`src/ktt_pkg.sv`:
```
// Shared types, codes and sizes of the keyed timer table.
`default_nettype none
package ktt_pkg;

  localparam int KTT_DEPTH = 32;
  localparam int DUE_W     = 49;

  localparam logic [1:0] ACT_SCHED  = 2'd0;
  localparam logic [1:0] ACT_CANCEL = 2'd1;
  localparam logic [1:0] ACT_RUN    = 2'd2;
  localparam logic [1:0] ACT_CLEAR  = 2'd3;

  localparam logic [1:0] KIND_STATUS = 2'd0;
  localparam logic [1:0] KIND_FIRED  = 2'd1;
  localparam logic [1:0] KIND_DONE   = 2'd2;

  localparam logic [31:0] WAIT_MAX  = 32'h7FFF_FFFF;
  localparam logic [31:0] WAIT_NONE = 32'hFFFF_FFFF;

  typedef struct packed {
    logic [1:0]  action;
    logic [15:0] callback_id;
    logic [31:0] context_req;
    logic [30:0] delay_ms;
    logic [47:0] current_time;
  } in_item_t;

  typedef struct packed {
    logic [1:0]         kind;
    logic               status;
    logic [15:0]        fired_callback;
    logic [31:0]        fired_context;
    logic signed [31:0] soonest_wait;
    logic               last;
  } out_item_t;

  typedef struct packed {
    logic       start;
    logic       advance;
    logic       kill;
    logic       wr_due;
    logic       wr_new;
    logic       clear_all;
    logic       emit;
    logic [1:0] emit_kind;
    logic       emit_status;
    logic       emit_last;
  } ktt_ctl_t;

  typedef struct packed {
    logic [1:0] action;
    logic       at_end;
    logic       key_hit;
    logic       due_hit;
    logic       slot_avail;
    logic       out_ready;
  } ktt_sts_t;

endpackage
`default_nettype wire

```
`src/keyed_timer_table_top.sv`:
```
// Top level of the keyed timer table: controller and datapath.
//
//  channel | direction | handshake           | payload
//  in_     | input     | in_valid / in_stall | in_data   (in_item_t)
//  out_    | output    | out_valid/out_stall | out_data  (out_item_t)
//
// The scan steps through the entry store read port one slot per cycle, pausing on a fired
// timer only while the result side stalls; a schedule or cancel that finds its key stops
// the scan there, and a run emits each fired timer as the scan passes it.
// in_stall is high from acceptance until the final result is loaded into the output
// register, which also holds while out_stall is high. Synchronous active-low reset
// empties the table at once.
`default_nettype none
module keyed_timer_table_top import ktt_pkg::*; #(
  parameter int TABLE_DEPTH = KTT_DEPTH
) (
  input  wire logic     clk,
  input  wire logic     rst_n,
  input  wire logic     in_valid,
  output logic          in_stall,
  input  wire in_item_t in_data,
  output logic          out_valid,
  input  wire logic     out_stall,
  output out_item_t     out_data
);

  ktt_ctl_t ctl;
  ktt_sts_t sts;

  ktt_ctrl u_ctrl (
    .clk      (clk),
    .rst_n    (rst_n),
    .in_valid (in_valid),
    .in_stall (in_stall),
    .sts      (sts),
    .ctl      (ctl)
  );

  ktt_dp #(.DEPTH(TABLE_DEPTH)) u_dp (
    .clk       (clk),
    .rst_n     (rst_n),
    .in_data   (in_data),
    .ctl       (ctl),
    .sts       (sts),
    .out_valid (out_valid),
    .out_stall (out_stall),
    .out_data  (out_data)
  );

endmodule
`default_nettype wire

```
`src/ktt_dp.sv`:
```
// Datapath of the keyed timer table: entry stores, live bits, scan index and result register.
`default_nettype none
module ktt_dp import ktt_pkg::*; #(
  parameter int DEPTH = KTT_DEPTH
) (
  input  wire logic      clk,
  input  wire logic      rst_n,
  input  wire in_item_t  in_data,
  input  wire ktt_ctl_t  ctl,
  output ktt_sts_t       sts,
  output logic           out_valid,
  input  wire logic      out_stall,
  output out_item_t      out_data
);

  localparam int IW = (DEPTH > 1) ? $clog2(DEPTH) : 1;
  localparam int CW = $clog2(DEPTH + 1);
  localparam logic [CW-1:0] DEPTH_C = CW'(DEPTH);

  logic [15:0]      mem_cb  [DEPTH];
  logic [31:0]      mem_ctx [DEPTH];
  logic [DUE_W-1:0] mem_due [DEPTH];

  in_item_t         item_r;
  logic [CW-1:0]    idx_r, idx_nxt;
  logic [CW-1:0]    hw_r, hw_nxt;
  logic [CW-1:0]    free_r, free_nxt;
  logic             free_v_r, free_v_nxt;
  logic             any_r, any_nxt;
  logic [DUE_W-1:0] best_r, best_nxt;
  logic [DEPTH-1:0] live_r, live_nxt;
  logic [15:0]      rd_cb_r;
  logic [31:0]      rd_ctx_r;
  logic [DUE_W-1:0] rd_due_r;
  out_item_t        out_r, out_nxt;
  logic             out_valid_r, out_valid_nxt;

  logic [IW-1:0]    rd_addr, cur, wr_addr;
  logic [CW-1:0]    target;
  logic [DUE_W-1:0] now_ext, due_new, wait_cur;
  logic             cur_live;
  logic [31:0]      wait_out;

  assign cur      = idx_r[IW-1:0];
  assign cur_live = live_r[cur];
  assign now_ext  = {1'b0, item_r.current_time};
  assign due_new  = now_ext + {{(DUE_W-31){1'b0}}, item_r.delay_ms};
  assign wait_cur = rd_due_r - now_ext;
  assign target   = free_v_r ? free_r : hw_r;
  assign wr_addr  = ctl.wr_new ? target[IW-1:0] : cur;

  always_comb begin
    if (ctl.start) begin
      rd_addr = '0;
    end else if (ctl.advance) begin
      rd_addr = IW'(idx_r + CW'(1));
    end else begin
      rd_addr = cur;
    end
  end

  assign sts.action     = item_r.action;
  assign sts.at_end     = (idx_r == hw_r);
  assign sts.key_hit    = cur_live && (rd_cb_r == item_r.callback_id)
                          && (rd_ctx_r == item_r.context_req);
  assign sts.due_hit    = cur_live && (rd_due_r <= now_ext);
  assign sts.slot_avail = free_v_r || (hw_r != DEPTH_C);
  assign sts.out_ready  = !out_valid_r || !out_stall;

  always_comb begin
    if (!any_r) begin
      wait_out = WAIT_NONE;
    end else if (best_r > {{(DUE_W-32){1'b0}}, WAIT_MAX}) begin
      wait_out = WAIT_MAX;
    end else begin
      wait_out = best_r[31:0];
    end
  end

  always_comb begin
    idx_nxt    = idx_r;
    free_nxt   = free_r;
    free_v_nxt = free_v_r;
    any_nxt    = any_r;
    best_nxt   = best_r;
    live_nxt   = live_r;
    hw_nxt     = hw_r;
    if (ctl.start) begin
      idx_nxt    = '0;
      free_v_nxt = 1'b0;
      any_nxt    = 1'b0;
    end
    if (ctl.advance) begin
      idx_nxt = idx_r + CW'(1);
      if (!cur_live && !free_v_r) begin
        free_nxt   = idx_r;
        free_v_nxt = 1'b1;
      end
      if (cur_live && !sts.due_hit && (!any_r || wait_cur < best_r)) begin
        best_nxt = wait_cur;
      end
      if (cur_live && !sts.due_hit) begin
        any_nxt = 1'b1;
      end
    end
    if (ctl.kill) begin
      live_nxt[cur] = 1'b0;
    end
    if (ctl.wr_new) begin
      live_nxt[target[IW-1:0]] = 1'b1;
      if (!free_v_r) begin
        hw_nxt = hw_r + CW'(1);
      end
    end
    if (ctl.clear_all) begin
      live_nxt = '0;
      hw_nxt   = '0;
    end
  end

  always_comb begin
    out_nxt       = out_r;
    out_valid_nxt = out_valid_r && out_stall;
    if (ctl.emit) begin
      out_valid_nxt          = 1'b1;
      out_nxt                = '0;
      out_nxt.kind           = ctl.emit_kind;
      out_nxt.status         = ctl.emit_status;
      out_nxt.last           = ctl.emit_last;
      if (ctl.emit_kind == KIND_FIRED) begin
        out_nxt.fired_callback = rd_cb_r;
        out_nxt.fired_context  = rd_ctx_r;
      end
      if (ctl.emit_kind == KIND_DONE) begin
        out_nxt.soonest_wait = wait_out;
      end
    end
  end

  always_ff @(posedge clk) begin
    if (ctl.wr_new) begin
      mem_cb[wr_addr]  <= item_r.callback_id;
      mem_ctx[wr_addr] <= item_r.context_req;
    end
    if (ctl.wr_new || ctl.wr_due) begin
      mem_due[wr_addr] <= due_new;
    end
    rd_cb_r  <= mem_cb[rd_addr];
    rd_ctx_r <= mem_ctx[rd_addr];
    rd_due_r <= mem_due[rd_addr];
  end

  always_ff @(posedge clk) begin
    if (ctl.start) begin
      item_r <= in_data;
    end
    idx_r  <= idx_nxt;
    free_r <= free_nxt;
    best_r <= best_nxt;
    out_r  <= out_nxt;
  end

  always_ff @(posedge clk) begin
    if (!rst_n) begin
      live_r      <= '0;
      hw_r        <= '0;
      free_v_r    <= 1'b0;
      any_r       <= 1'b0;
      out_valid_r <= 1'b0;
    end else begin
      live_r      <= live_nxt;
      hw_r        <= hw_nxt;
      free_v_r    <= free_v_nxt;
      any_r       <= any_nxt;
      out_valid_r <= out_valid_nxt;
    end
  end

  assign out_valid = out_valid_r;
  assign out_data  = out_r;

endmodule
`default_nettype wire

```
`src/ktt_ctrl.sv`:
```
// Controller of the keyed timer table: accepts a transaction and sequences the slot scan.
`default_nettype none
module ktt_ctrl import ktt_pkg::*; (
  input  wire logic     clk,
  input  wire logic     rst_n,
  input  wire logic     in_valid,
  output logic          in_stall,
  input  wire ktt_sts_t sts,
  output ktt_ctl_t      ctl
);

  localparam logic S_IDLE = 1'b0;
  localparam logic S_SCAN = 1'b1;

  logic state_r, state_nxt;

  assign in_stall = (state_r != S_IDLE);

  always_comb begin
    state_nxt = state_r;
    ctl       = '0;
    case (state_r)
      S_IDLE: begin
        if (in_valid) begin
          ctl.start = 1'b1;
          state_nxt = S_SCAN;
        end
      end
      S_SCAN: begin
        case (sts.action)
          ACT_CLEAR: begin
            if (sts.out_ready) begin
              ctl.clear_all = 1'b1;
              ctl.emit      = 1'b1;
              ctl.emit_kind = KIND_STATUS;
              ctl.emit_last = 1'b1;
              state_nxt     = S_IDLE;
            end
          end
          ACT_RUN: begin
            if (!sts.at_end) begin
              if (!sts.due_hit) begin
                ctl.advance = 1'b1;
              end else if (sts.out_ready) begin
                ctl.kill      = 1'b1;
                ctl.advance   = 1'b1;
                ctl.emit      = 1'b1;
                ctl.emit_kind = KIND_FIRED;
              end
            end else if (sts.out_ready) begin
              ctl.emit      = 1'b1;
              ctl.emit_kind = KIND_DONE;
              ctl.emit_last = 1'b1;
              state_nxt     = S_IDLE;
            end
          end
          default: begin
            if (!sts.at_end && !sts.key_hit) begin
              ctl.advance = 1'b1;
            end else if (sts.out_ready) begin
              ctl.emit      = 1'b1;
              ctl.emit_kind = KIND_STATUS;
              ctl.emit_last = 1'b1;
              state_nxt     = S_IDLE;
              if (!sts.at_end) begin
                ctl.kill   = (sts.action == ACT_CANCEL);
                ctl.wr_due = (sts.action == ACT_SCHED);
              end else if (sts.action == ACT_SCHED) begin
                ctl.wr_new      = sts.slot_avail;
                ctl.emit_status = !sts.slot_avail;
              end
            end
          end
        endcase
      end
      default: state_nxt = S_IDLE;
    endcase
  end

  always_ff @(posedge clk) begin
    if (!rst_n) begin
      state_r <= S_IDLE;
    end else begin
      state_r <= state_nxt;
    end
  end

endmodule
`default_nettype wire
```
`config.mk`:
```
export PLATFORM = sky130hd
export DESIGN_NAME = keyed_timer_table_top
export DESIGN_NICKNAME = d
export VERILOG_FILES = /design/src/ktt_pkg.sv /design/src/keyed_timer_table_top.sv /design/src/ktt_dp.sv /design/src/ktt_ctrl.sv
export SDC_FILE = /design/constraint.sdc
export NUM_CORES = 2
export LEC_CHECK = 0
export BUFFER_PORTS_ARGS = -buffer_cell sky130_fd_sc_hd__buf_2
export CORE_MARGIN = 5
export CORE_UTILIZATION = 35
export DETAILED_ROUTE_END_ITERATION = 7
export GPL_TIMING_DRIVEN = 1
export PLACE_DENSITY = 0.58
export REMOVE_ABC_BUFFERS = 1
export SYNTH_ARGS = -nofsm -noshare
export SYNTH_HDL_FRONTEND = slang
export SYNTH_SLANG_ARGS = --single-unit
```
`constraint.sdc`:
```
create_clock -name clk -period 23.4 [get_ports clk]
set_input_delay 2.34 -clock clk [delete_from_list [all_inputs] [get_ports clk]]
set_output_delay 2.34 -clock clk [all_outputs]
set_load 0.005 [all_outputs]
```
==> impl_results.md <==
* Crit path launch type: flip-flop
* Skew final at 0.0637 ns
* Commonest non-fill, non-tap cells in the layout: edfxtp_1 (3377), nand2_1 (2321), nand3_1 (937)
* Sink Count at 3516
* Mean post-synth cell area at 13.6 um2
* Clock buffer count from CTS at 365
* First-pass GRT wire length at 662 mm
* Maxcap violations at 0
* Post-layout nets at 10900
* Slew HR at 0.0613
* Setup bufs post-CTS at 0
* Initial Util at 0.351
* Die height at 646 um
* Unrepaired setup endpoints after global routing: false
* Top cells by area, synth: edfxtp_1 (72%), nand2_1 (6.2%), nand3_1 (3.3%)
* Critical Path Sink Type: flip-flop
* Period utilisation layout at 0.458
* GR Overflow Total at 0
* Share of layout cells above drive strength 1 at 0.108
* DR pass1 iterations at 8
* Critical-path top delay cell: nor4_1
* I/O pins at 219
* Sequential area share after synthesis at 0.735
* Setup violators final at 0
* Outcome: finished, final reports clean
* Worst stage delay on the critical path at 0.91 ns
* Actual slew at the worst max-slew pin at 1.40 ns
* Core area at 0.403 mm2
* EDFF count, synth at 3377
* Ys flop type: edfxtp_1
* CP most frequent cell: buf_4
* RD Place Congestion at 0.855
* Commonest non-fill, non-tap cell in the layout: edfxtp_1
* Synth async-reset ratio at 0
* Filler instances at 36900
* Static leakage at 56.1 nW
* DR vias/cell at 5.68
* DRT iter0 DRCs at 13000
* Setup TNS at 0 ns
* Fin. max-slew vios at 0
* Critical path, cell by cell: inv_1 -> ha_1 -> nand4b_1 -> nor4_1 -> nand4_1 -> and2_0 -> a22oi_1 -> and3b_1 -> o22a_1 -> o21a_4 -> buf_4 -> buf_4 -> buf_4 -> buf_4 -> buf_4 -> mux2i_1 -> o221ai_1 -> a21oi_1 -> nor3_1 -> o32a_1
* Root Buffer: clkbuf_16
* Worst-case hold slack at 0.474 ns
* Post-Syn Instances at 10400
* CTS tree: yes
* Footprint of the multi-input gates at 0.0351 mm2
* Vias in the first global route at 87400
* GRT Resource Usage Total at 0.219
* Antenna viol nets, final at 0
* DR DRC count at 0
* Initial antenna violation count at 28
* Die area at 0.418 mm2
* Post-Route WL at 477 mm
* Tot Pwr at 0.0154 W
* F_max at 0.0934 GHz
* VDD IR max at 0.0627 mV
* Seq. cell area at 0.104 mm2
* Worst hold path type: flip-flop to flip-flop
* H-tree levels at 5
* Area Overhead vs Synth at 14.0%
* Yosys warnings at 0
* Synthesis-stage register bit count at 3516
* Largest area contributor in the netlist: edfxtp_1
* Worst-case clock buffer depth at 4
* Hpwl dp at 256 mm
* Distinct cell type count after synthesis at 86
* I/O Buffers at 218
* Area share of the largest cell type after synthesis at 0.716
* Max FO, Critical Path at 66
* Min Tclk post-route at 10.71 ns
* Largest net degree at the start of global routing at 197
* Hold Vio Cnt, Final at 0
* Hold bufs inserted after CTS at 0
* DR vias at 92700
* Row count at 233
* Worst Path Arrival at 11.55 ns
* Cell area power density at 95.0 mW/mm2
* Worst setup path class: flip-flop to flip-flop
* Die width at 646 um
* WL per Instance at 29.2 um
* CP Data Required Time at 24.24 ns
* Synthesized area at 0.142 mm2
* Clock-pin slew on the worst setup and hold paths at 0.06 ns
* Post-CTS Resized at 0
* Clk_lat worst skew at 0.96 ns
path summary, 6_finish.rpt:
| kind | slack (ns) | startpoint | end | cells past startpoint |
|---|---|---|---|---|
| worst min register to register | 0.47 | u_dp.live_r[7]$_SDFF_PP0_ | u_dp.live_r[7]$_SDFF_PP0_ | 2 |
| worst min-delay path | 0.47 | u_dp.live_r[7]$_SDFF_PP0_ | u_dp.live_r[7]$_SDFF_PP0_ | 2 |
| worst max-delay path | 12.69 | u_dp.item_r[45]$_DFFE_PP_ | u_dp.rd_ctx_r[16]$_DFF_P_ | 20 |
| worst max register to register | 12.69 | u_dp.item_r[45]$_DFFE_PP_ | u_dp.rd_ctx_r[16]$_DFF_P_ | 20 |
synth_stat cells (all sizes together), types with 12 or more instances:
library cell  number
edfxtp          3377
nand2           2327
nand3            937
a21oi            427
buf              353
mux2i            343
clkbuf           268
and3             189
a31oi            183
o21ai            172
nor2             165
inv              163
dfxtp            139
ha               133
o22ai            127
xnor2            119
o221ai            94
nand4             89
nor3              81
a211oi            69
and2              58
o21a              53
a21o              43
nor4              30
xor2              29
nor2b             26
a22oi             25
nand2b            25
mux4              24
a311oi            23
a32o              21
mux2              21
a41oi             20
o31a              20
a2111oi           19
a21boi            18
a221oi            18
o21bai            15
o32a              14
o32ai             14
a32oi             12
o31ai             12
per-stage QoR:
| stage | cells | worst slack, ns | utilization | instance area (um2) |
|---|---|---|---|---|
| after floorplan | 9775 | -10.45 | - | 139000 |
| after global placement | 15700 | 13.20 | 0.371 | 150000 |
| after detailed placement | 15700 | 13.14 | 0.371 | 150000 |
| after CTS | 16300 | 13.15 | 0.401 | 161000 |
| after global routing | 16300 | 12.54 | 0.401 | 162000 |
| final | 16300 | 12.69 | 0.401 | 162000 |
final cells by class:
| class | instances | share of cell area |
|---|---|---|
| diodes | 9 | 0.000139 |
| inverters | 163 | 0.00396 |
| repair buffers | 476 | 0.0195 |
| well taps | 5405 | 0.0419 |
| flip-flops and latches | 3516 | 0.645 |
| clock inverters | 168 | 0.0102 |
| multi-input cells | 6096 | 0.217 |
| clock buffers | 496 | 0.0624 |
flip-flops by register name (all words and copies together) (netlist names), 16 cells and up:
register and cells:
u_dp.mem_due 1568, u_dp.mem_ctx 1024, u_dp.out_data 84, u_dp.best_r 49
u_dp.rd_ctx_r 32, u_dp.rd_due_r 49, u_dp.item_r 127, u_dp.mem_cb 512
u_dp.rd_cb_r 16, u_dp.live_r 32
cell families after synthesis:
family                     after synthesis  synth area share
xor gates and xnor gates               148           0.00915
AOI/OAI and AO/OA                     1458            0.0675
buffers and inverters                  784            0.0238
adders and majority gates              135            0.0120
DFF                                   3516             0.735
and+or+nand+nor                       3967             0.123
muxes                                  388            0.0298
where the power goes:
group | switching [W] | leakage (nW) | internal, W | total (W)
combinational | 0.00168 | 18.7 | 0.000703 | 0.00238
clock | 0.00243 | 5.70 | 0.00332 | 0.00574
sequential | 0.000103 | 31.7 | 0.00712 | 0.00723
total | 0.00421 | 56.1 | 0.0111 | 0.0154
routing by layer:
layer,up-vias,global-route usage,routed length [um]
li1,39300,-,-
met1,47000,0.295,186000
met2,5400,0.351,222000
met3,992,0.0374,46600
met4,6,0.0928,23100
met5,-,0,34
worst max-delay path, delay by kind of cell (launching register included):
kind	cells	cell delay, ns
buffers and inverters	6	3.75
adder cells (fa/ha/maj)	1	0.43
multiplexers	1	0.28
AO/OA/AOI/OAI	6	3.04
AND/OR/NAND/NOR	6	2.50
flip-flops	1	0.37
No activity file was read; power rests on OpenSTA's default activity.
